[src/hdl/etds_pkg.sv]
// Shared constants, codes and control/status types for the earliest-deadline timer set.
package etds_pkg;

    localparam int TIMER_COUNT = 16;
    localparam int ID_W        = (TIMER_COUNT > 1) ? $clog2(TIMER_COUNT) : 1;
    localparam int DL_W        = 47;
    localparam int TIME_W      = 48;
    localparam int FID_W       = 4;

    typedef enum logic [1:0] {
        MODE_SET      = 2'd0,
        MODE_UNSET    = 2'd1,
        MODE_DISPATCH = 2'd2,
        MODE_WAIT     = 2'd3
    } mode_t;

    typedef struct packed {
        logic capture;   // input beat taken: latch operands, apply set/unset
        logic scan_en;   // issue one deadline read
        logic load;      // write result into output register
    } ctrl_cmd_t;

    typedef struct packed {
        logic scan_op;   // incoming beat needs a scan (dispatch or wait)
        logic scan_last; // read of the last entry is being issued
        logic out_free;  // output register can take a result this cycle
    } ctrl_status_t;

endpackage

[src/hdl/etds_ram.sv]
// Generic single-write, single-read RAM with registered read data.
module etds_ram #(
    parameter int WIDTH = 8,
    parameter int DEPTH = 16
) (
    input  logic                                        clk,
    input  logic                                        we,
    input  logic [((DEPTH > 1) ? $clog2(DEPTH) : 1)-1:0] waddr,
    input  logic [WIDTH-1:0]                            wdata,
    input  logic [((DEPTH > 1) ? $clog2(DEPTH) : 1)-1:0] raddr,
    output logic [WIDTH-1:0]                            rdata
);

    logic [WIDTH-1:0] mem [DEPTH];

    always_ff @(posedge clk)
    begin
        if (we)
        begin
            mem[waddr] <= wdata;
        end
        rdata <= mem[raddr];
    end

endmodule

[src/hdl/etds_ctrl.sv]
// Controller state machine: sequences capture, deadline scan and result load.
module etds_ctrl (
    input  logic                  clk,
    input  logic                  rst_n,
    input  logic                  in_valid,
    output logic                  in_ready,
    input  etds_pkg::ctrl_status_t status,
    output etds_pkg::ctrl_cmd_t    cmd
);
    import etds_pkg::*;

    typedef enum logic [1:0] {
        S_IDLE,
        S_SCAN,
        S_EVAL,
        S_FINISH
    } state_t;

    state_t state_reg;
    state_t state_next;

    always_comb
    begin
        state_next = state_reg;
        case (state_reg)
            S_IDLE:
            begin
                if (in_valid)
                begin
                    state_next = status.scan_op ? S_SCAN : S_FINISH;
                end
            end
            S_SCAN:
            begin
                if (status.scan_last)
                begin
                    state_next = S_EVAL;
                end
            end
            S_EVAL:
            begin
                state_next = S_FINISH;
            end
            S_FINISH:
            begin
                if (status.out_free)
                begin
                    state_next = S_IDLE;
                end
            end
            default:
            begin
                state_next = S_IDLE;
            end
        endcase
    end

    assign in_ready    = (state_reg == S_IDLE);
    assign cmd.capture = in_valid && (state_reg == S_IDLE);
    assign cmd.scan_en = (state_reg == S_SCAN);
    assign cmd.load    = (state_reg == S_FINISH) && status.out_free;

    always_ff @(posedge clk or negedge rst_n)
    begin
        if (!rst_n)
        begin
            state_reg <= S_IDLE;
        end
        else
        begin
            state_reg <= state_next;
        end
    end

endmodule

[src/hdl/etds_dp.sv]
// Datapath: armed bits, deadline RAM, minimum scan and output register.
module etds_dp (
    input  logic                             clk,
    input  logic                             rst_n,
    input  etds_pkg::ctrl_cmd_t               cmd,
    output etds_pkg::ctrl_status_t            status,
    input  etds_pkg::mode_t                   mode,
    input  logic [3:0]                        timer_id,
    input  logic signed [etds_pkg::TIME_W-1:0] expiry_time,
    input  logic [etds_pkg::DL_W-1:0]         now_time,
    input  logic signed [etds_pkg::TIME_W-1:0] wait_cap,
    output logic                              out_valid,
    input  logic                              out_ready,
    output logic                              fired,
    output logic [etds_pkg::FID_W-1:0]        fired_id,
    output logic signed [etds_pkg::TIME_W-1:0] wait_interval
);
    import etds_pkg::*;

    localparam logic [ID_W-1:0] LAST_IDX = ID_W'(TIMER_COUNT - 1);

    // operands held for the whole operation
    mode_t                    mode_reg;
    logic [DL_W-1:0]          now_reg;
    logic signed [TIME_W-1:0] maxw_reg;

    logic [TIMER_COUNT-1:0] armed_reg;

    // scan
    logic [ID_W-1:0] scan_cnt_reg;
    logic            rd_valid_reg;
    logic [ID_W-1:0] rd_idx_reg;
    logic [DL_W-1:0] ram_rdata;
    logic            best_valid_reg;
    logic [ID_W-1:0] best_idx_reg;
    logic [DL_W-1:0] best_dl_reg;
    logic            take;

    // output register
    logic                     out_valid_reg;
    logic                     fired_reg;
    logic [FID_W-1:0]         fired_id_reg;
    logic signed [TIME_W-1:0] wait_reg;

    logic [ID_W-1:0]          id_idx;
    logic                     id_ok;
    logic                     arm_new;
    logic                     ram_we;
    logic                     due;
    logic signed [TIME_W-1:0] top;
    logic signed [TIME_W-1:0] wait_val;

    assign id_idx  = ID_W'(timer_id);
    assign id_ok   = (int'(timer_id) < TIMER_COUNT);
    assign arm_new = (mode == MODE_SET) && !expiry_time[TIME_W-1];
    assign ram_we  = cmd.capture && id_ok && arm_new;

    etds_ram #(
        .WIDTH (DL_W),
        .DEPTH (TIMER_COUNT)
    ) u_deadline_ram (
        .clk   (clk),
        .we    (ram_we),
        .waddr (id_idx),
        .wdata (expiry_time[DL_W-1:0]),
        .raddr (scan_cnt_reg),
        .rdata (ram_rdata)
    );

    assign take = rd_valid_reg && armed_reg[rd_idx_reg]
                  && (!best_valid_reg || (ram_rdata < best_dl_reg));

    assign due      = best_valid_reg && (best_dl_reg <= now_reg);
    assign top      = $signed({1'b0, best_dl_reg}) - $signed({1'b0, now_reg});
    assign wait_val = (best_valid_reg && (top < maxw_reg)) ? top : maxw_reg;

    assign status.scan_op   = mode[1];
    assign status.scan_last = (scan_cnt_reg == LAST_IDX);
    assign status.out_free  = !out_valid_reg || out_ready;

    always_ff @(posedge clk)
    begin
        if (cmd.capture)
        begin
            mode_reg <= mode;
            now_reg  <= now_time;
            maxw_reg <= wait_cap;
        end
        rd_idx_reg <= scan_cnt_reg;
        if (cmd.capture || take)
        begin
            best_idx_reg <= rd_idx_reg;
            best_dl_reg  <= ram_rdata;
        end
        if (cmd.load)
        begin
            case (mode_reg)
                MODE_DISPATCH:
                begin
                    fired_reg    <= due;
                    fired_id_reg <= due ? FID_W'(best_idx_reg) : '0;
                    wait_reg     <= '0;
                end
                MODE_WAIT:
                begin
                    fired_reg    <= 1'b0;
                    fired_id_reg <= '0;
                    wait_reg     <= wait_val;
                end
                default:
                begin
                    fired_reg    <= 1'b0;
                    fired_id_reg <= '0;
                    wait_reg     <= '0;
                end
            endcase
        end
    end

    always_ff @(posedge clk or negedge rst_n)
    begin
        if (!rst_n)
        begin
            armed_reg      <= '0;
            scan_cnt_reg   <= '0;
            rd_valid_reg   <= 1'b0;
            best_valid_reg <= 1'b0;
            out_valid_reg  <= 1'b0;
        end
        else
        begin
            rd_valid_reg <= cmd.scan_en;
            if (cmd.capture)
            begin
                scan_cnt_reg   <= '0;
                best_valid_reg <= 1'b0;
                if (!mode[1] && id_ok)
                begin
                    armed_reg[id_idx] <= arm_new;
                end
            end
            else
            begin
                if (cmd.scan_en)
                begin
                    scan_cnt_reg <= scan_cnt_reg + 1'b1;
                end
                if (take)
                begin
                    best_valid_reg <= 1'b1;
                end
            end
            // dispatch disarms the timer it reports
            if (cmd.load && (mode_reg == MODE_DISPATCH) && due)
            begin
                armed_reg[best_idx_reg] <= 1'b0;
            end
            if (cmd.load)
            begin
                out_valid_reg <= 1'b1;
            end
            else if (out_ready)
            begin
                out_valid_reg <= 1'b0;
            end
        end
    end

    assign out_valid     = out_valid_reg;
    assign fired         = fired_reg;
    assign fired_id      = fired_id_reg;
    assign wait_interval = wait_reg;

endmodule

[src/hdl/earliest_deadline_timer_set.sv]
// Top level of the earliest-deadline timer set: controller plus datapath.
//
// Usage:
//   Input channel (in_valid/in_ready) takes one command beat: mode selects
//   set, unset, dispatch or wait; timer_id, expiry_time, now_time and
//   wait_cap are its operands. Every input beat yields exactly one result
//   beat on the output channel (out_valid/out_ready): fired, fired_id and
//   wait_interval, zero where the mode does not produce them.
//   Set and unset update the timer state when the beat is taken and pass
//   through the finishing state to the output register. Dispatch and wait
//   scan every timer entry through the single read port of the deadline
//   RAM, one entry per cycle, then pass through the evaluate state to the
//   finishing state. in_ready rises together with out_valid. One command
//   is in flight at a time.
//   The result sits in an output register: if the receiver stalls, it is
//   held stable; the next command is still taken and runs, then waits in
//   the finishing state until the register is taken.
//   Reset (rst_n low, asynchronous) disarms every timer and empties the
//   output register. Deadline storage is not cleared; an entry is only
//   used while its timer is armed, and arming always writes it.
module earliest_deadline_timer_set (
    input  logic                              clk,
    input  logic                              rst_n,
    input  logic                              in_valid,
    output logic                              in_ready,
    input  etds_pkg::mode_t                   mode,
    input  logic [3:0]                        timer_id,
    input  logic signed [etds_pkg::TIME_W-1:0] expiry_time,
    input  logic [etds_pkg::DL_W-1:0]         now_time,
    input  logic signed [etds_pkg::TIME_W-1:0] wait_cap,
    output logic                              out_valid,
    input  logic                              out_ready,
    output logic                              fired,
    output logic [etds_pkg::FID_W-1:0]        fired_id,
    output logic signed [etds_pkg::TIME_W-1:0] wait_interval
);
    import etds_pkg::*;

    ctrl_cmd_t    cmd;
    ctrl_status_t status;

    // sequencer: idle -> (scan -> eval ->) finish -> idle
    etds_ctrl u_ctrl (
        .clk      (clk),
        .rst_n    (rst_n),
        .in_valid (in_valid),
        .in_ready (in_ready),
        .status   (status),
        .cmd      (cmd)
    );

    // timer state, min search and result register
    etds_dp u_dp (
        .clk           (clk),
        .rst_n         (rst_n),
        .cmd           (cmd),
        .status        (status),
        .mode          (mode),
        .timer_id      (timer_id),
        .expiry_time   (expiry_time),
        .now_time      (now_time),
        .wait_cap      (wait_cap),
        .out_valid     (out_valid),
        .out_ready     (out_ready),
        .fired         (fired),
        .fired_id      (fired_id),
        .wait_interval (wait_interval)
    );

endmodule

[config.mk]
export PLATFORM = sky130hd
export DESIGN_NAME = earliest_deadline_timer_set
export DESIGN_NICKNAME = d
export VERILOG_FILES = /design/src/hdl/etds_pkg.sv /design/src/hdl/etds_ram.sv /design/src/hdl/etds_ctrl.sv /design/src/hdl/etds_dp.sv /design/src/hdl/earliest_deadline_timer_set.sv
export SDC_FILE = /design/constraint.sdc
export NUM_CORES = 1
export LEC_CHECK = 0
export BUFFER_PORTS_ARGS = -buffer_cell sky130_fd_sc_hd__buf_2
export CORE_MARGIN = 4
export CORE_UTILIZATION = 45
export DETAILED_ROUTE_END_ITERATION = 12
export HOLD_SLACK_MARGIN = 0.15
export SLEW_MARGIN = 0
export SYNTH_ARGS = -nofsm -noshare
export SYNTH_HDL_FRONTEND = slang
export SYNTH_SLANG_ARGS = --single-unit
export TNS_END_PERCENT = 100
[constraint.sdc]
create_clock -name clk -period 19.5 [get_ports clk]
set_input_delay 3.9 -clock clk [delete_from_list [all_inputs] [get_ports clk]]
set_output_delay 3.9 -clock clk [all_outputs]
set_load 0.05 [all_outputs]
== After elaboration in Yosys (flattened, before gate mapping) ==
Memories as Yosys holds them, arrays and structs flattened. A register that Yosys moved wholly into a read port is not among the register bits.
Cells that the tools add are included.

* Register bits after elaboration: 230
* Bits in writable memories: 752
* Memories kept: 1

* $add $sub $neg: 2
* Order comparisons: 8
* Equality and inequality tests: 9
* Mux-type cells: 24
* Bitwise logic cells: 2
* Reduce and logical (&&, ||, !) cells: 25

{| class="wikitable"
|+ Memories
! name !! words !! bits a word !! rd ports !! clocked after memory_dff !! write ports !! line !! RTL
|-
| u_dp.u_deadline_ram.mem || 16 || 47 || 1 || 1 || 1 || etds_ram.sv:14 || <nowiki>logic [WIDTH-1:0] mem [DEPTH];</nowiki>
|}

{| class="wikitable"
|+ Operator list
! kind !! number
|-
| < comparator 48 bit || 1
|-
| two-way mux 16 bit || 3
|-
| two-way mux 48 bit || 1
|-
| subtractor 47 x 47 -> 48 bit || 1
|-
| less-or-equal comparator 47 bit || 1
|-
| < comparator 47 bit || 1
|-
| AND 16 bit || 1
|-
| bitwise mux 16 bit || 1
|-
| NOT 16 bit || 1
|-
| < comparator 4 x 5 -> 1 bit (second input constant) || 3
|-
| logical AND 1 bit || 12
|-
| two-way mux 1 bit || 9
|-
| demux 1 bit (select 4 bit) || 2
|-
| == test 2 bit (second input constant) || 4
|-
| >= comparator 4 x 1 -> 1 bit (second input constant) || 2
|-
| two-way mux 2 bit || 4
|-
| two-way mux 4 bit || 2
|-
| case mux 2 bit (4 select lines) || 1
|-
| nonzero test 2 bit || 3
|-
| adder 4 x 1 -> 4 bit (second input constant) || 1
|-
| binary-select mux 1 bit (select 4 bit) || 1
|-
| == test 4 bit (second input constant) || 1
|-
| logical NOT 2 bit || 2
|-
| inequality test 2 bit (second input constant) || 2
|-
| 6 further kinds || 10
|}

== Depth between registers and ports, before layout ==
* Depth in word-level cells: 9
* Gate-level depth with buffers: 23

== Cells and area by module ==
A second synthesis with hierarchy kept.

* Cell total of the unflattened synthesis: 2489
* Area total of the unflattened synthesis: 42819.8 um^2

{| class="wikitable"
|+ Modules (own cells, without submodules)
! module !! times used !! cells each !! area each (um^2) !! seq. area each (um^2)
|-
| etds_ram || 1 || 1217 || 29130.4 || 23522.6
|-
| etds_dp || 1 || 1253 || 13509.2 || 6691.4
|-
| etds_ctrl || 1 || 19 || 180.2 || 50.0
|}

== Least setup slack after synthesis ==
No wires, ideal clock.

* Path kind: input to register
* From: in in_valid
* To: mem u_dp.u_deadline_ram.mem[2][0] (netlist bit) (enable)
* Setup time: 512 ps
* Data arrival time: 11158 ps
* Required time: 18988 ps
* Setup slack: 7830 ps
* Stages: 6
* Buffers on the path: 1
* Cells stage by stage: and2_1 clkbuf_1 nand2_1 nor3_1 nand3b_1 nor3_1

{| class="wikitable"
|+ RTL lines
! what !! line !! RTL
|-
| start, declared || earliest_deadline_timer_set.sv:24 || <nowiki>input logic in_valid,</nowiki>
|-
| end, declared || etds_ram.sv:14 ||
|}

== Worst setup path in the final report ==
* From: reg u_dp.best_dl_reg[8]
* To: reg u_dp.wait_reg[43] (netlist: u_dp.wait_interval[43]) (data pin)

* Cells in the longest elaborated chain, start to end: 4

{| class="wikitable"
|+ RTL lines
! what !! line !! RTL
|-
| start, declared || etds_dp.sv:36 || <nowiki>logic [DL_W-1:0] best_dl_reg;</nowiki>
|-
| start signal, assigned || etds_dp.sv:93 || <nowiki>best_dl_reg <= ram_rdata;</nowiki>
|-
| subtractor 47 x 47 -> 48 bit * || etds_dp.sv:74 || <nowiki>assign top = $signed({1'b0, best_dl_reg}) - $signed({1'b0, now_reg});</nowiki>
|-
| < comparator 48 bit || etds_dp.sv:75 || <nowiki>assign wait_val = (best_valid_reg && (top < maxw_reg)) ? top : maxw_reg;</nowiki>
|-
| logical AND 1 bit || etds_dp.sv:75 ||
|-
| two-way mux 48 bit * || etds_dp.sv:75 ||
|-
| end signal, assigned || etds_dp.sv:108 || <nowiki>wait_reg <= wait_val;</nowiki>
|-
| end, declared || etds_dp.sv:43 || <nowiki>logic signed [TIME_W-1:0] wait_reg;</nowiki>
|}

Every way passes the cells marked *; elsewhere a longest branch is shown, timed or not.
A chain may end at the register's enable or synchronous reset.

==> impl_metrics.csv <==
group,metric,value,unit
yosys,synth_edf_count,953,
sta,hold_violations,0,
sta,setup_tns,0,ps
power,intPower,4.55,mW
critical_path,rr_worst_depth,21,
floorplanning,num_rows,112,
power,combPwrFrac,0.292,
final_layout,drive_gt1_frac,0.236,
power,power_switching,2.12,mW
final_layout,multi_input_area,0.0117,mm2
place,dpl.hpwl,60.3,mm
place,finalWeightedCongestion,0.886,
sta,fmax,149,MHz
floorplanning,start_util,0.456,
global_routing,grt_use_total,0.197,
floorplanning,core_area,0.0939,mm2
clocking,cts_hold_buf,0,
critical_path,end_kind,"flip-flop",
sta,maxSlewHeadroom,0.294,
yosys,ys_ff_latch,1029,
drt,drt_iter0_markers,1830,
drt,wl_per_cell,24.4,um
global_routing,grt_overflow,0,
clocking,htreeDepth,3,
final_layout,largest_register_ffs,752,
drt,dr.pass1.iters,5,
clocking,cts_tree,"yes",
power,switching_share,0.318,
floorplanning,die_h,317,um
yosys,yosys_most_used_dff,"edfxtp_1",
sta,worstMarginPinSlew,1060,ps
yosys,syn_area_per_cell,17.6,um2
power,ir_drop,0.000103,V
drt,totalWireLength,98.3,mm
clocking,numCtsBuffers,106,
global_routing,grt_pass1_wl,147,mm
sta,slew_violations,0,
hold_path,min_path_type,"flip-flop to flip-flop",
place,portBuffers,207,
global_routing,grt_max_degree,144,
final_layout,fillers,7582,
critical_path,path_cells,"ha_1, a21oi_1, o22ai_1, a211oi_1, a21oi_1, o21a_1, o21ai_0, nand3_1, a31oi_1, xnor2_1, ha_1, nand4_1, or4_1, nor4_1, o21ai_1, nand3_1, mux2i_4, buf_4, inv_2, nor2_1, a22o_1",
yosys,yosysWarnings,0,
drt,vias,22600,
final_layout,syn_to_final_growth,14.0,%
run_status,outcome,"complete, no violations",
final_layout,layout_commonest_cell,"edfxtp_1",
final_layout,nets,2982,
sta,whs,427,ps
critical_path,cpMaxStageDelayCell,"or4_1",
clocking,worstSkewPairLatency,670,ps
final_layout,seq_area,0.0303,mm2
critical_path,cp_max_fo,40,
yosys,ys_seq_area_frac,0.707,
clocking,cts_buffer_depth,3,
sta,rsz0062_at_grt,"no",
drt,viasPerCell,5.59,
place,placed_cells,3829,
yosys,syn-cell-area,0.0428,mm2
hold_path,min_path_cells,0,
clocking,root_buffer,"clkbuf_16",
clocking,clock_sinks,1029,
critical_path,path_buf_inv,2,
drt,postRouteAntennaNets,0,
yosys,syn_inst,2433,
floorplanning,die-area,0.100,mm2
sta,skew,30.3,ps
yosys,synth_fp_nets,2732,
global_routing,grt_pass1_vias,23500,
sta,period_share,0.343,
critical_path,cp_top_family,"compound AO/OA/AOI/OAI gates",
critical_path,path_depth,21,
final_layout,final_cell_mix,"edfxtp_1, mux4_2, buf_2",
place,place_ws,12320,ps
power,p_per_area,137,mW/mm2
clocking,ctsResizeCount,0,
global_routing,antenna_found_initial,20,
critical_path,critPathMaxStageDelay,620,ps
floorplanning,die_w,317,um
drt,drc,0,
clocking,clkSlewWorstSetupHoldPaths,60,ps
yosys,async_reset_ff_frac,0.0243,
final_layout,stdcell_count,4036,
yosys,ys_types,68,
clocking,cts_setup_buffers,0,
critical_path,required,20020,ps
critical_path,startpoint_type,"flip-flop",
critical_path,cp.arrival,7210,ps
power,pwr-share-clk,0.290,
sta,layout_setup_ws,12810,ps
flow_run,max_cap_violations,0,
sta,finalSetupViolCount,0,
power,p_seq_frac,0.418,
power,leakage,17.0,nW
sta,period_minus_slack,6690,ps
floorplanning,io_pins,208,
critical_path,worstSetupPathType,"flip-flop to flip-flop",
## path summary, 6_finish.rpt
path                                          endpoint                           from  slack, ps
worst min-delay path              u_dp.best_dl_reg[25]  u_dp.u_deadline_ram.rdata[25]        430
min in group asynchronous               u_dp.out_valid                          rst_n       3250
worst max-delay path            u_dp.wait_interval[43]            u_dp.best_dl_reg[8]      12810
max in group asynchronous         u_dp.scan_cnt_reg[3]                          rst_n      15760
worst max register to register  u_dp.wait_interval[43]            u_dp.best_dl_reg[8]      12810
worst min register to register    u_dp.best_dl_reg[25]  u_dp.u_deadline_ram.rdata[25]        430
## power groups by stage
stage,Sequential (mW),Combinational (mW),Clock (mW)
final,2.78,1.95,1.93
after global routing,2.81,2.13,2.07
after detailed placement,2.83,1.96,0
after CTS,2.79,1.97,1.98
after global placement,2.83,1.93,0
after floorplan,2.87,1.31,0
## logic make-up after synthesis
group / count (synthesis) / synth area share
xor+xnor: 38 / 0.00777
flops: 1029 / 0.707
compound gates: 333 / 0.0490
mux: 243 / 0.127
fa+ha+maj: 146 / 0.0428
simple gates: 385 / 0.0436
buf+inv: 259 / 0.0231
## layer usage
| metal | routed length [um] | global-route usage | vias up |
|---|---|---|---|
| met1 | 42300 | 0.270 | 11600 |
| met5 | 0 | 0 | - |
| met2 | 47800 | 0.326 | 593 |
| met3 | 5100 | 0.0290 | 164 |
| met4 | 3130 | 0.0644 | 0 |
| li1 | - | - | 10200 |
## metrics by stage
stage	total power [mW]	util	cell area [um2]
detailed placement	4.80	0.484	45400
CTS	6.74	0.520	48800
finish	6.66	0.520	48800
global placement	4.77	0.484	45400
floorplan	4.18	-	42800
global route	7.02	0.520	48800
## Yosys cell counts, types with 3 or more instances
cell       count  area [um2]
edfxtp_1     953       28600
mux4_2       240        5410
inv_1        165         619
ha_1         145        1810
a21oi_1      136         681
nand2_1      128         480
nor2_1        74         278
clkbuf_1      61         229
dfxtp_1       51        1020
o21ai_0       48         240
a21o_1        35         263
nand4_1       34         213
nand3_1       27         135
dfrtp_1       25         626
xnor2_1       25         219
nor3_1        22         110
and2_1        20         125
buf_1         17        63.8
nand2b_1      17         106
and3_1        16         100
o21a_1        16         120
a41oi_1       13         114
buf_2         13        65.1
nor2b_1       13        81.3
xor2_1        13         114
a211oi_1      12        90.1
a31oi_1       12        75.1
o21bai_1       9        67.6
or3_1          9        56.3
o211ai_1       7        52.6
nor4_1         6        37.5
a211o_1        5        43.8
o2bb2ai_1      5        43.8
a221o_1        4        40.0
a22o_1         4        35.0
and4_1         4        35.0
a21boi_0       3        22.5
nand3b_1       3        22.5
nor3b_1        3        22.5
o21ai_1        3        15.0
## layout make-up
type / count / share of cell area
sequential: 1029 / 0.620
multi-input combinational: 1145 / 0.240
clock buffer: 134 / 0.0580
tap: 1254 / 0.0321
timing repair buffer: 235 / 0.0260
inverter: 166 / 0.0128
clock inverter: 65 / 0.0106
antenna: 8 / 0.000410
## worst register-to-register path, stage by stage (launching register included)
cell      delay [ps]
edfxtp_1         400
ha_1             390
a21oi_1          230
o22ai_1          130
a211oi_1         530
a21oi_1          240
o21a_1           250
o21ai_0          350
nand3_1          260
a31oi_1          260
xnor2_1           90
ha_1             300
nand4_1          140
or4_1            620
nor4_1           200
o21ai_1          100
nand3_1          140
mux2i_4          440
buf_4            440
inv_2            380
nor2_1           450
a22o_1           190
Note: power is estimated with default switching activity, not from simulation.
